--- src/rtl/pdrc_pkg.sv ---
package pdrc_pkg;

	// Field widths
	localparam int OP_W       = 3;
	localparam int DUTY_W     = 8;
	localparam int STEP_W     = 7;
	localparam int IVL_W      = 6;
	localparam int BITS_W     = 5;
	localparam int CMP_W      = 16;
	localparam int CFG_IDX_W  = 1;
	localparam int CFG_DATA_W = 8;

	// Command codes
	typedef enum logic [OP_W-1:0] {
		OP_TICK    = 3'd0,
		OP_SET     = 3'd1,
		OP_RAMP    = 3'd2,
		OP_READY   = 3'd3,
		OP_STANDBY = 3'd4
	} opcode_t;

	// Configuration register indexes
	typedef enum logic [CFG_IDX_W-1:0] {
		REG_PWM_BITS   = 1'b0,
		REG_READY_DUTY = 1'b1
	} cfg_reg_t;

	// Limits and reset values
	localparam logic [STEP_W-1:0] STEP_MAX    = 7'd64;
	localparam logic [STEP_W-1:0] STEP_RESET  = 7'd4;
	localparam logic [IVL_W-1:0]  IVL_MAX     = 6'd50;
	localparam logic [IVL_W-1:0]  IVL_RESET   = 6'd10;
	localparam logic [BITS_W-1:0] BITS_RESET  = 5'd8;
	localparam logic [DUTY_W-1:0] READY_RESET = 8'd255;

	// Outcome of one command word
	typedef struct packed {
		logic [DUTY_W-1:0] duty;
		logic              wrote;
		logic              ramp;
	} upd_t;

endpackage

--- src/rtl/pdrc_if.sv ---
interface pdrc_cmd_if import pdrc_pkg::*; ();
	logic              valid;
	logic              ready;
	logic [OP_W-1:0]   opcode;
	logic [DUTY_W-1:0] duty;
	logic [STEP_W-1:0] ramp_step;
	logic [IVL_W-1:0]  interval;

	modport source (output valid, opcode, duty, ramp_step, interval, input ready);
	modport sink (input valid, opcode, duty, ramp_step, interval, output ready);
endinterface

interface pdrc_res_if import pdrc_pkg::*; ();
	logic              valid;
	logic              ready;
	logic [DUTY_W-1:0] duty_level;
	logic [CMP_W-1:0]  pwm_compare;
	logic              pwm_write;
	logic              ramp_running;

	modport source (output valid, duty_level, pwm_compare, pwm_write, ramp_running,
		input ready);
	modport sink (input valid, duty_level, pwm_compare, pwm_write, ramp_running,
		output ready);
endinterface

--- src/rtl/pwm_duty_ramp_controller_unit.sv ---
// A result word is valid once its accepted command word has passed stages s1, s2 and s3.
// Throughput: one command word per cycle; the three stages advance together and
// hold while the result word waits, so cmd.ready follows the output register.
// The duty scaling takes one shift-subtract stage and one reciprocal multiply stage.
// Reset (arst_n low): duty, target, countdown and ramp clear, step 4, interval 10,
// pwm_bits 8, ready_duty 255, all stages empty.
module pwm_duty_ramp_controller_unit import pdrc_pkg::*; #(
	parameter int MAX_PWM_BITS = 16
) (
	input  logic                  clk,
	input  logic                  arst_n,
	input  logic                  cfg_we,
	input  logic [CFG_IDX_W-1:0]  cfg_index,
	input  logic [CFG_DATA_W-1:0] cfg_data,
	pdrc_cmd_if.sink              cmd,
	pdrc_res_if.source            res
);

	localparam int XW = DUTY_W + MAX_PWM_BITS;

	logic [BITS_W-1:0] pwm_bits_q, eff_bits;
	logic [DUTY_W-1:0] ready_duty_q;
	logic              adv, accept;
	upd_t              upd;

	logic              v_s1, v_s2, v_s3;
	upd_t              u_s1, u_s2, u_s3;
	logic [CMP_W-1:0]  cmp_s3;

	// Configuration registers
	always_ff @(posedge clk or negedge arst_n) begin
		if (!arst_n) begin
			pwm_bits_q   <= BITS_RESET;
			ready_duty_q <= READY_RESET;
		end else if (cfg_we) begin
			case (cfg_reg_t'(cfg_index))
				REG_PWM_BITS:   pwm_bits_q   <= cfg_data[BITS_W-1:0];
				REG_READY_DUTY: ready_duty_q <= cfg_data[DUTY_W-1:0];
				default: begin
				end
			endcase
		end
	end

	// Clamp resolution to the supported range
	always_comb begin
		if (pwm_bits_q == '0) begin
			eff_bits = BITS_W'(1);
		end else if (pwm_bits_q > BITS_W'(MAX_PWM_BITS)) begin
			eff_bits = BITS_W'(MAX_PWM_BITS);
		end else begin
			eff_bits = pwm_bits_q;
		end
	end

	// Advance all stages unless the result word is held
	assign adv       = !v_s3 || res.ready;
	assign cmd.ready = adv;
	assign accept    = cmd.valid && adv;

	pdrc_core u_core (
		.clk        (clk),
		.arst_n     (arst_n),
		.en         (accept),
		.opcode     (cmd.opcode),
		.duty       (cmd.duty),
		.ramp_step  (cmd.ramp_step),
		.interval   (cmd.interval),
		.ready_duty (ready_duty_q),
		.upd        (upd)
	);

	pdrc_scale #(
		.XW (XW)
	) u_scale (
		.clk     (clk),
		.en      (adv),
		.duty_s1 (u_s1.duty),
		.bits    (eff_bits),
		.cmp_s3  (cmp_s3)
	);

	// Valid bits of the pipeline
	always_ff @(posedge clk or negedge arst_n) begin
		if (!arst_n) begin
			v_s1 <= 1'b0;
			v_s2 <= 1'b0;
			v_s3 <= 1'b0;
		end else if (adv) begin
			v_s1 <= cmd.valid;
			v_s2 <= v_s1;
			v_s3 <= v_s2;
		end
	end

	// Payload of the pipeline
	always_ff @(posedge clk) begin
		if (adv) begin
			u_s1 <= upd;
			u_s2 <= u_s1;
			u_s3 <= u_s2;
		end
	end

	assign res.valid        = v_s3;
	assign res.duty_level   = u_s3.duty;
	assign res.pwm_compare  = cmp_s3;
	assign res.pwm_write    = u_s3.wrote;
	assign res.ramp_running = u_s3.ramp;

endmodule

--- src/rtl/pdrc_core.sv ---
module pdrc_core import pdrc_pkg::*; (
	input  logic              clk,
	input  logic              arst_n,
	input  logic              en,
	input  logic [OP_W-1:0]   opcode,
	input  logic [DUTY_W-1:0] duty,
	input  logic [STEP_W-1:0] ramp_step,
	input  logic [IVL_W-1:0]  interval,
	input  logic [DUTY_W-1:0] ready_duty,
	output upd_t              upd
);

	logic [DUTY_W-1:0] cur_q, tgt_q;
	logic [STEP_W-1:0] step_q;
	logic [IVL_W-1:0]  ivl_q, cnt_q;
	logic              ramp_q;

	logic [DUTY_W-1:0] cur_d, tgt_d, move;
	logic [STEP_W-1:0] step_d;
	logic [IVL_W-1:0]  ivl_d, cnt_d, reload;
	logic              ramp_d;
	logic [DUTY_W:0]   up_sum, down_lim;

	// Next duty for one ramp move, saturating at the target
	always_comb begin
		up_sum   = {1'b0, cur_q} + {2'b0, step_q};
		down_lim = {1'b0, tgt_q} + {2'b0, step_q};
		if (cur_q < tgt_q) begin
			move = (up_sum > {1'b0, tgt_q}) ? tgt_q : up_sum[DUTY_W-1:0];
		end else begin
			move = ({1'b0, cur_q} >= down_lim) ? (cur_q - {1'b0, step_q}) : tgt_q;
		end
		reload = (ivl_q != '0) ? (ivl_q - 1'b1) : '0;
	end

	// Decode the command word
	always_comb begin
		cur_d  = cur_q;
		tgt_d  = tgt_q;
		step_d = step_q;
		ivl_d  = ivl_q;
		cnt_d  = cnt_q;
		ramp_d = ramp_q;
		case (opcode_t'(opcode))
			OP_TICK: begin
				if (ramp_q) begin
					if (cnt_q != '0) begin
						cnt_d = cnt_q - 1'b1;
					end else if (cur_q == tgt_q) begin
						ramp_d = 1'b0;
					end else begin
						cur_d = move;
						cnt_d = reload;
					end
				end
			end
			OP_SET: begin
				cur_d = duty;
			end
			OP_RAMP: begin
				if (ramp_step != '0) begin
					step_d = (ramp_step > STEP_MAX) ? STEP_MAX : ramp_step;
				end
				if (interval != '0) begin
					ivl_d = (interval > IVL_MAX) ? IVL_MAX : interval;
				end
				tgt_d  = duty;
				ramp_d = 1'b1;
				cnt_d  = '0;
			end
			OP_READY: begin
				tgt_d  = ready_duty;
				ramp_d = 1'b1;
				cnt_d  = '0;
			end
			OP_STANDBY: begin
				tgt_d  = '0;
				ramp_d = 1'b1;
				cnt_d  = '0;
			end
			default: begin
			end
		endcase
	end

	assign upd.duty  = cur_d;
	assign upd.wrote = (cur_d != cur_q);
	assign upd.ramp  = ramp_d;

	// Commit the update on an accepted word
	always_ff @(posedge clk or negedge arst_n) begin
		if (!arst_n) begin
			cur_q  <= '0;
			tgt_q  <= '0;
			step_q <= STEP_RESET;
			ivl_q  <= IVL_RESET;
			cnt_q  <= '0;
			ramp_q <= 1'b0;
		end else if (en) begin
			cur_q  <= cur_d;
			tgt_q  <= tgt_d;
			step_q <= step_d;
			ivl_q  <= ivl_d;
			cnt_q  <= cnt_d;
			ramp_q <= ramp_d;
		end
	end

endmodule

--- src/rtl/pdrc_scale.sv ---
module pdrc_scale import pdrc_pkg::*; #(
	parameter int XW = 24
) (
	input  logic              clk,
	input  logic              en,
	input  logic [DUTY_W-1:0] duty_s1,
	input  logic [BITS_W-1:0] bits,
	output logic [CMP_W-1:0]  cmp_s3
);

	// x / 255 as (x * RECIP) >> K, exact for every x below 2^XW
	localparam int          K     = XW + 8;
	localparam int          MW    = XW + 1;
	localparam logic [63:0] RECIP = ((64'd1 << K) + 64'd254) / 64'd255;

	logic [XW-1:0]    dext;
	logic [XW-1:0]    x_s2;
	logic [XW+MW-1:0] prod;

	// Duty times full scale: shift and subtract
	assign dext = XW'(duty_s1);

	always_ff @(posedge clk) begin
		if (en) begin
			x_s2 <= (dext << bits) - dext;
		end
	end

	// Divide by 255 through the reciprocal, keep the low compare bits
	assign prod = XW'(x_s2) * MW'(RECIP);

	always_ff @(posedge clk) begin
		if (en) begin
			cmp_s3 <= prod[K +: CMP_W];
		end
	end

endmodule

--- src/flat_wrapper.sv ---
// flat-port wrapper written by rule: the top's interface ports become plain ports
module pwm_duty_ramp_controller_unit_flat import pdrc_pkg::*;
#(
	parameter int MAX_PWM_BITS = 16
)
  (clk, arst_n, cfg_we, cfg_index, cfg_data, cmd_valid, cmd_opcode, cmd_duty, cmd_ramp_step, cmd_interval, cmd_ready, res_valid, res_duty_level, res_pwm_compare, res_pwm_write, res_ramp_running, res_ready);
  pdrc_cmd_if cmd_i ();
  pdrc_res_if res_i ();
  input  logic clk;
  input  logic arst_n;
  input  logic cfg_we;
  input  logic [CFG_IDX_W-1:0] cfg_index;
  input  logic [CFG_DATA_W-1:0] cfg_data;
  input wire logic [$bits(cmd_i.valid)-1:0] cmd_valid;
  input wire logic [$bits(cmd_i.opcode)-1:0] cmd_opcode;
  input wire logic [$bits(cmd_i.duty)-1:0] cmd_duty;
  input wire logic [$bits(cmd_i.ramp_step)-1:0] cmd_ramp_step;
  input wire logic [$bits(cmd_i.interval)-1:0] cmd_interval;
  output wire logic [$bits(cmd_i.ready)-1:0] cmd_ready;
  output wire logic [$bits(res_i.valid)-1:0] res_valid;
  output wire logic [$bits(res_i.duty_level)-1:0] res_duty_level;
  output wire logic [$bits(res_i.pwm_compare)-1:0] res_pwm_compare;
  output wire logic [$bits(res_i.pwm_write)-1:0] res_pwm_write;
  output wire logic [$bits(res_i.ramp_running)-1:0] res_ramp_running;
  input wire logic [$bits(res_i.ready)-1:0] res_ready;
  assign cmd_i.valid = cmd_valid;
  assign cmd_i.opcode = cmd_opcode;
  assign cmd_i.duty = cmd_duty;
  assign cmd_i.ramp_step = cmd_ramp_step;
  assign cmd_i.interval = cmd_interval;
  assign cmd_ready = cmd_i.ready;
  assign res_valid = res_i.valid;
  assign res_duty_level = res_i.duty_level;
  assign res_pwm_compare = res_i.pwm_compare;
  assign res_pwm_write = res_i.pwm_write;
  assign res_ramp_running = res_i.ramp_running;
  assign res_i.ready = res_ready;
  pwm_duty_ramp_controller_unit #(.MAX_PWM_BITS(MAX_PWM_BITS)) u_core (.clk(clk), .arst_n(arst_n), .cfg_we(cfg_we), .cfg_index(cfg_index), .cfg_data(cfg_data), .cmd(cmd_i), .res(res_i));
endmodule
--- config.mk ---
export PLATFORM = sky130hd
export DESIGN_NAME = pwm_duty_ramp_controller_unit_flat
export DESIGN_NICKNAME = d
export VERILOG_FILES = /design/src/rtl/pdrc_pkg.sv /design/src/rtl/pdrc_if.sv /design/src/rtl/pwm_duty_ramp_controller_unit.sv /design/src/rtl/pdrc_core.sv /design/src/rtl/pdrc_scale.sv /design/src/flat_wrapper.sv
export SDC_FILE = /design/constraint.sdc
export NUM_CORES = 1
export LEC_CHECK = 0
export ABC_AREA = 1
export BUFFER_PORTS_ARGS = -buffer_cell sky130_fd_sc_hd__buf_2
export CAP_MARGIN = 5
export CORE_MARGIN = 3
export CORE_UTILIZATION = 63
export DETAILED_ROUTE_END_ITERATION = 10
export GPL_TIMING_DRIVEN = 0
export PLACE_DENSITY = 0.82
export RECOVER_POWER = 100
export SETUP_SLACK_MARGIN = 0.15
export SLEW_MARGIN = 25
export SYNTH_ARGS = -nofsm -noshare
export SYNTH_HDL_FRONTEND = slang
export SYNTH_SLANG_ARGS = --single-unit
export TNS_END_PERCENT = 20
--- constraint.sdc ---
create_clock -name clk -period 4.3 [get_ports clk]
set_input_delay 0.43 -clock clk [delete_from_list [all_inputs] [get_ports clk]]
set_output_delay 0.43 -clock clk [all_outputs]
set_load 0.03 [all_outputs]
Yosys cells after proc, flatten, opt, wreduce, memory -nomap -nowiden. Cells that the tools add are included.

Bits in registers: 122. Latch bits: 0. Memory bits (writable): 0. Memory bits (read-only): 0. Bits of input ports: 38. Memories kept: 0.

$add $sub $neg: 6. Multipliers: 1. Divide/modulo/power cells: 0. Magnitude comparators: 6. Equality and inequality tests: 8. Shifts and indexed selects: 1. Multiplexer cells: 21. Bitwise operators: 1. Reduce and logical (&&, ||, !) cells: 18.

Operator list (count): two-way mux 8 bit (6); multiplier 24 x 24 -> 47 bit, second input constant (1); two-way mux 6 bit (5); case mux 8 bit (3 select lines) (1); << shifter 8 x 5 -> 24 bit (1); subtractor 24 x 8 -> 24 bit (1); adder 8 x 7 -> 9 bit (2); nonzero test 6 bit (3); case mux 8 bit (2 select lines) (1); case mux 6 bit (2 select lines) (1); subtractor 6 x 1 -> 6 bit, second input constant (2); two-way mux 5 bit (2); >= comparator 8 x 9 -> 1 bit (1); > comparator 9 x 8 -> 1 bit (1); equality test 8 bit (1); less-than comparator 8 bit (1); != test 8 bit (1); subtractor 8 x 7 -> 8 bit (1); > comparator 7 bit, second input constant (1); two-way mux 7 bit (1); nonzero test 7 bit (1); equality test 3 x 2 -> 1 bit, second input constant (2); > comparator 6 bit, second input constant (1); AND reduction 2 bit (3); other kinds (18) (21).

Logic depth before layout (Yosys ltp). Gate-level depths: netlist (run 1).

Depth in word-level cells: 9. Gate-level depth with buffers: 31. Depth with buffers taken out: 30.

Modules after synthesis. From an unflattened synthesis (run 1), not the netlist that was laid out.

Cells, all modules: 1604. Area, all modules: 12602.1 um^2.

Modules (own cells, without submodules): pdrc_scale (times used 1, cells an instance 884, area an instance 6816.5 um^2, sequential area each 1201.2 um^2); pdrc_core (times used 1, cells an instance 614, area an instance 4190.3 um^2, sequential area each 904.6 um^2); pwm_duty_ramp_controller_unit (times used 1, cells an instance 106, area an instance 1595.3 um^2, sequential area each 1312.5 um^2).

Worst setup path after synthesis (run 1). OpenSTA, ideal clock, no wires.

Kind: reg-to-reg. Start point: reg u_core.u_scale.x_s2[10]. End point: reg u_core.u_scale.cmp_s3[9], data pin. Setup time: 258 ps. Arrival time: 3644 ps. Data required time: 4042 ps. Path slack: 398 ps. Stages on the path, launching flop included: 17. Path buffers: 0. Clock period less this slack: 3902 ps. Cells stage by stage: edfxtp_1 ha_1 ha_1 inv_1 fa_1 fa_1 inv_1 ha_1 ha_1 a21oi_1 o21ai_0 inv_1 o21ai_0 a31oi_1 o211ai_1 a21oi_1 xnor2_1.

Cells in the longest elaborated chain, start to end: 1.

Ends and longest elaborated chain: start, declared (line pdrc_scale.sv:17) `logic [XW-1:0] x_s2;`; start signal, assigned (line pdrc_scale.sv:25) `x_s2 <= (dext << bits) - dext;`; multiplier 24 x 24 -> 47 bit (line pdrc_scale.sv:30) `assign prod = XW'(x_s2) * MW'(RECIP);`; net u_core.u_scale.prod[41] (line pdrc_scale.sv:18) `logic [XW+MW-1:0] prod;`; end signal, assigned (line pdrc_scale.sv:34) `cmp_s3 <= prod[K +: CMP_W];`; end, declared (line pdrc_scale.sv:8) `output logic [CMP_W-1:0] cmp_s3`.

The timed path passes the listed nets, and every way through them passes these cells. A chain may end at the register's enable or synchronous reset.

Final worst setup path (run 1).
Start point: reg u_core.u_scale.x_s2[7]. End point: reg u_core.u_scale.cmp_s3[12], data pin.

The elaborated chain is that of the path after synthesis.

==> results.txt, run 1 <==
status -> complete, but fails checks
failing checks -> max-capacitance violations, max-slew violations
ys async rst share -> 42.62%
ranking of synthesized cells by area -> ha_1 24%, edfxtp_1 18%, nand2_1 8.7%
clk buf depth -> 2
Worst-Margin Slew -> 2.946 ns
Slew headroom -> -96.39%
post-DP HPWL -> 22460 µm
hold buffer count at cts -> 0
clk_skew -> 0.008997 ns
largest net degree at the start of global routing -> 53
Util after Layout -> 76.13%
Final ANT Viol Nets -> 0
post-synthesis adder-cell area fraction -> 27.23%
max cap viols -> 1
Initial Util -> 65.10%
CTS tree -> yes
Worst-Skew Late Latency -> 0.43 ns
post-synthesis cell area -> 0.01185 mm²
Mapped Cells -> 1432
Avg WL per Cell -> 17.69 µm
Syn Nets -> 1716
Post-synth EDFFs -> 70
drt total wl -> 31700 µm
Nets -> 1834
number of global-route vias before repair -> 9895
full die area -> 0.02050 mm²
multiplexer area fraction after synthesis -> 0.2850%
Worst-path clk slew -> 0.06 ns
initial antenna violation count -> 0
Seq/Total Area, Yosys -> 28.84%
DR vias -> 10478
post-synth top area share -> 23.85%
syn_area_per_cell -> 8.278 µm²
worst hold slack -> 0.2096 ns
Placement Rows -> 49
most numerous cell in the Yosys netlist -> nand2_1
final worst path period need -> 4.283 ns
post-synthesis simple-gate area fraction -> 20.07%
Antenna diodes -> 0
critical setup path kind -> reg2reg
CP arrival -> 4.45 ns
Initial DRC Count -> 639
Yosys top cell by area -> ha_1
RD Place Congestion -> 0.9618
CTS H-tree depth -> 4
Syn. warnings -> 0
setup violators final -> 0
main combinational cell family by area after synthesis -> adder cells
Synth top cells by count -> 276 x nand2_1, 226 x ha_1, 224 x inv_1
final max-slew violation count -> 53
wire length of the first global-routing pass -> 47520 µm
Overflow after GRT -> 0
Vias/cell -> 5.847
CP Capture Type -> register
FF-to-FF path depth -> 14
startpoint types -> register
Synth Area in XOR/XNOR -> 3.473%
f_max -> 0.2335 GHz
GRT Overall Usage -> 29.18%
CTS buffer count -> 17
ratio of cells with drive above 1 in the final layout -> 18.04%
HP Class -> in2reg
Synth cell types -> 60
drt pass-1 iters -> 5
Tcrit/Tclk final -> 99.60%
predominant post-synthesis flop cell -> edfxtp_1
Synth Area in Compound Gates -> 11.63%
Critical Path RT -> 4.47 ns
chip width -> 143.2 µm
Final Hold Fails -> 0
unrepaired setup endpoints after global routing -> true
Port Buffers -> 65
Area growth syn-to-layout -> 16.94%
clk sink count -> 122
setup TNS -> 0 ns
worst-path fanout max -> 4
core area -> 0.01821 mm²
Die Height -> 143.2 µm
drc violations -> 0
io pins -> 66
WHS Path Cells -> 3
synthesized flop and latch total -> 122
Root Driver -> clkbuf_16
==> state kept, by name (all words and copies together) (netlist names), 6 cells and up <==
signal / count
u_core.u_scale.x_s2: 24
u_core.u_scale.cmp_s3: 16
u_core.u_s1: 10
u_core.u_s2: 10
u_core.ready_duty_q: 8
u_core.res.duty_level: 8
u_core.u_core.cur_q: 8
u_core.u_core.tgt_q: 8
u_core.u_core.step_q: 7
u_core.u_core.cnt_q: 6
u_core.u_core.ivl_q: 6
==> cell families (layout without fill, tap and decap cells) <==
kind of cell,Yosys count,after routing
DFF,122,122
and+or+nand+nor,524,524
xor gates and xnor gates,47,47
AOI/OAI and AO/OA,233,233
other,1,1
adders and majority gates,246,246
muxes,3,3
buffers and inverters,256,387
==> layout by cell type, fill, tap and decap left out, types with 3 or more instances in the layout <==
master,n
mux2_2,3
a311oi_1,7
clkbuf_1,36
fa_1,19
edfxtp_1,70
a21oi_1,62
buf_4,33
a21oi_2,17
nand2_4,6
ha_4,25
nand3_1,87
or2_2,4
nand4_1,16
o22ai_1,12
nor2_1,73
buf_2,40
dfrtp_1,38
clkbuf_16,18
o21ai_0,70
ha_2,3
dfstp_2,10
nor4_1,3
o21a_1,7
inv_2,19
o211ai_1,5
inv_1,219
nand2_2,16
nor3_2,5
xnor2_1,14
o21ai_2,22
inv_6,7
xor2_1,31
nand3_2,5
nor3_1,12
nor2_4,8
nand2_1,269
ha_1,198
nor2_2,10
o21ai_1,12
==> final timing paths <==
path                                        endpoint  slack, ns                   start
max in group asynchronous     u_core.u_core.cur_q[1]       1.46                  arst_n
min                           u_core.u_core.ivl_q[2]       0.21         cmd_interval[2]
max reg2reg                u_core.u_scale.cmp_s3[12]       0.02  u_core.u_scale.x_s2[7]
max                        u_core.u_scale.cmp_s3[12]       0.02  u_core.u_scale.x_s2[7]
min reg2reg                 u_core.res.duty_level[6]       0.42          u_core.u_s2[8]
min in group asynchronous     u_core.u_core.ivl_q[2]       0.94                  arst_n
==> area by class of cell <==
type / instances / area [µm²]
Fill cell: 1316 / 4347
Clock buffer: 18 / 450.4
Sequential cell: 122 / 3421
Multi-Input combinational cell: 1054 / 7999
Timing Repair Buffer: 99 / 555.5
Buffer: 14 / 85.08
Inverter: 242 / 917.1
Clock inverter: 14 / 147.6
Tap cell: 229 / 286.5
==> metal layers <==
layer / global-route usage [%] / up-vias / share of wire [%] / wire [µm]
met5: 0 / - / 0 / 0
met4: 9.505 / 0 / 3.8 / 1213
met3: 4.555 / 94 / 5.3 / 1684
met2: 51.41 / 396 / 51 / 16020
met1: 36.68 / 4922 / 40 / 12780
li1: - / 5066 / - / -
==> stage by stage <==
stage,cells,cell area [µm²],worst slack [ns]
after floorplan,1432,11850,0.3980
after global placement,1726,12470,-0.09918
after detailed placement,1727,12490,-0.1381
after CTS,1773,13250,0.1027
after global routing,1792,13860,-0.02197
final,1792,13860,0.01699
==> critical path, cell delays in order (launching register included) <==
cell and delay (ns):
edfxtp_1 0.51, ha_1 0.34, ha_1 0.28, inv_1 0.05, fa_1 0.49, inv_1 0.04, ha_1 0.29, ha_1 0.30
ha_1 0.38, a21oi_1 0.31, o21ai_0 0.23, a21oi_1 0.31, o221a_2 0.23, o21ai_0 0.09, xor2_1 0.17
==> timing repair <==
action / 4_1_cts / 5_1_grt
setup buffers: 14 / 19
pin swaps: 2 / 38
resized for setup: 14 / 92
endpoints found under the hold margin: 0 / 0
setup endpoints to repair: 12 / 14
Power of run 1 is not shown: default switching activity piles up to over one toggle a cycle in this logic, so the estimate is an artifact.
==> run 2, diff against run 1 <==
--- a/config.mk
+++ b/config.mk
@@ -9,14 +9,15 @@
 export BUFFER_PORTS_ARGS = -buffer_cell sky130_fd_sc_hd__buf_2
 export CAP_MARGIN = 5
 export CORE_MARGIN = 3
-export CORE_UTILIZATION = 63
+export CORE_UTILIZATION = 64
 export DETAILED_ROUTE_END_ITERATION = 10
 export GPL_TIMING_DRIVEN = 0
-export PLACE_DENSITY = 0.82
+export PLACE_DENSITY = 0.83
 export RECOVER_POWER = 100
 export SETUP_SLACK_MARGIN = 0.15
 export SLEW_MARGIN = 25
 export SYNTH_ARGS = -nofsm -noshare
 export SYNTH_HDL_FRONTEND = slang
+export SYNTH_HIERARCHICAL = 1
 export SYNTH_SLANG_ARGS = --single-unit
 export TNS_END_PERCENT = 20
==> constraint.sdc (replaced) <==
create_clock -name clk -period 4.3 [get_ports clk]
set_input_delay 0.43 -clock clk [delete_from_list [all_inputs] [get_ports clk]]
set_output_delay 0.43 -clock clk [all_outputs]
set_load 0.02 [all_outputs]
==> run 2 against run 1 <==
Compared with the run above: the flow still finishes with violations (max-capacitance violations, max-slew violations); register-to-register slack gained 0.22 ns; synthesized cell count increased by 12%; routed wire length increased by 3.6%; worst setup slack improved by 0.22 ns; die area is 4.5% higher; global-route usage up 0.82 points; largest cell class unchanged.
==> results.txt, run 2 <==
commonest cells after routing, fill and taps aside -> 372 x nand2_1, 227 x inv_1, 222 x ha_1, 113 x nand3_1, 104 x nor2_1 (was 269 x nand2_1, 219 x inv_1, 198 x ha_1, 87 x nand3_1, 73 x nor2_1)
number of global-route vias before repair -> 10747 (was 9895)
DR vias -> 11347 (was 10478)
most numerous cell in the Yosys netlist -> nand2_1 (unchanged)
f_max -> 0.2461 GHz (was 0.2335 GHz)
Synth cell types -> 57 (was 60)
worst r2r src -> u_core/u_scale/x_s2[5] (was u_core.u_scale.x_s2[7])
r2r endpoint -> u_core/u_scale/cmp_s3[15] (was u_core.u_scale.cmp_s3[12])
Slew headroom -> -89.31% (was -96.39%)
CTS H-tree depth -> 4 (unchanged)
finished layout cell area -> 0.01404 mm² (was 0.01386 mm²)
final worst path period need -> 4.063 ns (was 4.283 ns)
Placement Rows -> 50 (was 49)
busiest layer in global routing -> met2 (unchanged)
CP Capture Type -> register (unchanged)
CP most frequent cell -> ha_1 (unchanged)
initial antenna violation count -> 0 (unchanged)
predominant post-synthesis flop cell -> edfxtp_1 (unchanged)
core area -> 0.01902 mm² (was 0.01821 mm²)
Yosys top cell by area -> ha_1 (unchanged)
post-synthesis cell area -> 0.01260 mm² (was 0.01185 mm²)
RD Place Congestion -> 0.9948 (was 0.9618)
Syn. warnings -> 6 (was 0)
critical setup path kind -> reg2reg (unchanged)
GRT Overall Usage -> 29.99% (was 29.18%)
chip width -> 146.3 µm (was 143.2 µm)
HP Class -> in2reg (unchanged)
Critical Path Start -> u_core/u_scale/x_s2[5] (was u_core.u_scale.x_s2[7])
clk sink count -> 122 (unchanged)
met2 global-route usage -> 52.28% (was 51.41%)
Sequential Area -> 0.003420 mm² (was 0.003421 mm²)
commonest non-fill, non-tap cell in the layout -> nand2_1 (unchanged)
Final Hold Fails -> 0 (unchanged)
Nets -> 1992 (was 1834)
Biggest register -> u_core/u_scale/x_s2 (was u_core.u_scale.x_s2)
pre-CTS WS -> 0.1186 ns (was -0.1381 ns)
r2r setup slk -> 0.24 ns (was 0.02 ns)
failing checks -> max-capacitance violations, max-slew violations (unchanged)
Vias/cell -> 5.728 (was 5.847)
io pins -> 66 (unchanged)
GRT met1 Usage -> 36.19% (was 36.68%)
wire length of the first global-routing pass -> 51910 µm (was 47520 µm)
footprint of the multi-input gates -> 0.008229 mm² (was 0.007999 mm²)
largest net degree at the start of global routing -> 53 (unchanged)
ratio of cells with drive above 1 in the final layout -> 12.90% (was 18.04%)
worst hold slack -> 0.2212 ns (was 0.2096 ns)
Global Route met3 Usage -> 4.314% (was 4.555%)
Post-synth EDFFs -> 70 (unchanged)
final max-slew violation count -> 53 (unchanged)
Critical Path RT -> 4.46 ns (was 4.47 ns)
Port Buffers -> 65 (unchanged)
Die Height -> 146.3 µm (was 143.2 µm)
Critical Path, Cell by Cell -> ha_1, ha_1, inv_1, fa_1, inv_1, ha_1, ha_1, ha_1, nand2_1, inv_1, a21oi_1, a21boi_1, nand2_1, nand2_1, nand3_2, xor2_1 (was ha_1, ha_1, inv_1, fa_1, inv_1, ha_1, ha_1, ha_1, a21oi_1, o21ai_0, a21oi_1, o221a_2, o21ai_0, xor2_1)
startpoint types -> register (unchanged)
Final ANT Viol Nets -> 0 (unchanged)
Antenna diodes -> 0 (unchanged)
ys async rst share -> 42.62% (unchanged)
unrepaired setup endpoints after global routing -> true (unchanged)
worst setup path end -> u_core/u_scale/cmp_s3[15] (was u_core.u_scale.cmp_s3[12])
Slowest-stage cell, CP -> fa_1 (was edfxtp_1)
biggest regs -> u_core/u_scale/x_s2 x24, u_core/u_scale/cmp_s3 x16 (was u_core.u_scale.x_s2 x24, u_core.u_scale.cmp_s3 x16)
largest stage delay on the critical path -> 0.52 ns (was 0.51 ns)
FF-to-FF path depth -> 16 (was 14)
Root Driver -> clkbuf_16 (unchanged)
Tcrit/Tclk final -> 94.49% (was 99.60%)
CTS buffer count -> 17 (unchanged)
clk_skew -> 0.01053 ns (was 0.008997 ns)
Worst-path clk slew -> 0.06 ns (about the same)
full die area -> 0.02141 mm² (was 0.02050 mm²)
Post-DP Area -> 0.01328 mm² (was 0.01249 mm²)
max cap viols -> 1 (unchanged)
synthesized flop and latch total -> 122 (unchanged)
Syn Nets -> 1888 (was 1716)
CTS tree -> yes (unchanged)
syn_area_per_cell -> 7.857 µm² (was 8.278 µm²)
clk buf depth -> 2 (unchanged)
Overflow after GRT -> 0 (unchanged)
max reg flops -> 24 (unchanged)
Final WS setup -> 0.2368 ns (was 0.01699 ns)
post-DP HPWL -> 25540 µm (was 22460 µm)
Seq/Total Area, Yosys -> 27.12% (was 28.84%)
worst-path fanout max -> 4 (unchanged)
setup violators final -> 0 (unchanged)
Avg WL per Cell -> 16.57 µm (was 17.69 µm)
Fill cells -> 1525 (was 1316)
Synth top cells by count -> 370 x nand2_1, 227 x inv_1, 226 x ha_1 (was 276 x nand2_1, 226 x ha_1, 224 x inv_1)
hold buffer count at cts -> 0 (unchanged)
CP arrival -> 4.23 ns (was 4.45 ns)
status -> complete, but fails checks (unchanged)
drt pass-1 iters -> 7 (was 5)
Initial DRC Count -> 780 (was 639)
Worst-Skew Late Latency -> 0.42 ns (was 0.43 ns)
Initial Util -> 66.26% (was 65.10%)
ranking of synthesized cells by area -> ha_1 22%, edfxtp_1 17%, nand2_1 11% (was ha_1 24%, edfxtp_1 18%, nand2_1 8.7%)
drc violations -> 0 (unchanged)
Mapped Cells -> 1604 (was 1432)
drt total wl -> 32840 µm (was 31700 µm)
post-synth top area share -> 22.44% (was 23.85%)
Area growth syn-to-layout -> 11.42% (was 16.94%)
Worst-Margin Slew -> 2.840 ns (was 2.946 ns)
-- run 2: routing by layer --
metal | wire [µm] | vias up
met3 | 1749 | 85
met1 | 13260 | 5261
met2 | 16440 | 423
li1 | - | 5578
met5 | 0 | -
met4 | 1378 | 0
-- run 2: worst min-delay path by stage --
stage                         from                       end  slack, ns  depth (start not counted)
CTS                         arst_n    u_core/u_core/ivl_q[0]       0.05                          1
floorplan                   arst_n      u_core/pwm_bits_q[0]       0.13                          0
detailed placement  u_core/u_s2[9]  u_core/res.duty_level[7]       0.41                          0
global route           cfg_data[7]    u_core/ready_duty_q[7]       0.22                          3
finish                 cfg_data[7]    u_core/ready_duty_q[7]       0.22                          3
global placement    u_core/u_s1[1]            u_core/u_s2[1]       0.40                          0
-- run 2: layout make-up --
| type | count | area share [%] |
|---|---|---|
| Clock inverter | 14 | 0.8555 |
| Inverter | 241 | 6.514 |
| Timing Repair Buffer | 84 | 3.163 |
| Buffer | 19 | 0.9802 |
| Multi-Input combinational cell | 1223 | 58.61 |
| Tap cell | 260 | 2.317 |
| Clock buffer | 18 | 3.208 |
| Sequential cell | 122 | 24.35 |
-- run 2: stage by stage --
step / cells / setup TNS [ns] / utilization (%)
final: 1981 / 0 / 73.83
after global routing: 1981 / 0 / 73.83
after CTS: 1966 / 0 / 73.09
after detailed placement: 1930 / 0 / 69.84
after global placement: 1929 / -12.38 / 69.68
after floorplan: 1604 / 0 / -
-- run 2: cell families after synthesis --
logic type | share of synthesized area, %
and+or+nand+nor | 25.80
buffers and inverters | 8.389
adders and majority gates | 25.62
AOI/OAI and AO/OA | 10.49
DFF | 27.12
xor gates and xnor gates | 2.571
-- run 2: critical path, delay by kind of cell, from the launching register on --
kind                       cells  cell delay [ns]
xor gates and xnor gates       1             0.17
buffers and inverters          3             0.16
DFF                            1             0.50
AOI/OAI and AO/OA              2             0.40
and+or+nand+nor                4             0.46
adders and majority gates      6             2.12
-- run 2: repair_timing --
| action | 4_1_cts | 5_1_grt |
|---|---|---|
| hold endpoints to repair | 0 | 0 |
| gates cloned | 0 | 1 |
| pin swaps | 1 | 10 |
| buffers inserted | 4 | 14 |
| endpoints found under the setup margin | 5 | 13 |
| resized for setup | 2 | 27 |
Power of run 2 is left out for the same reason.
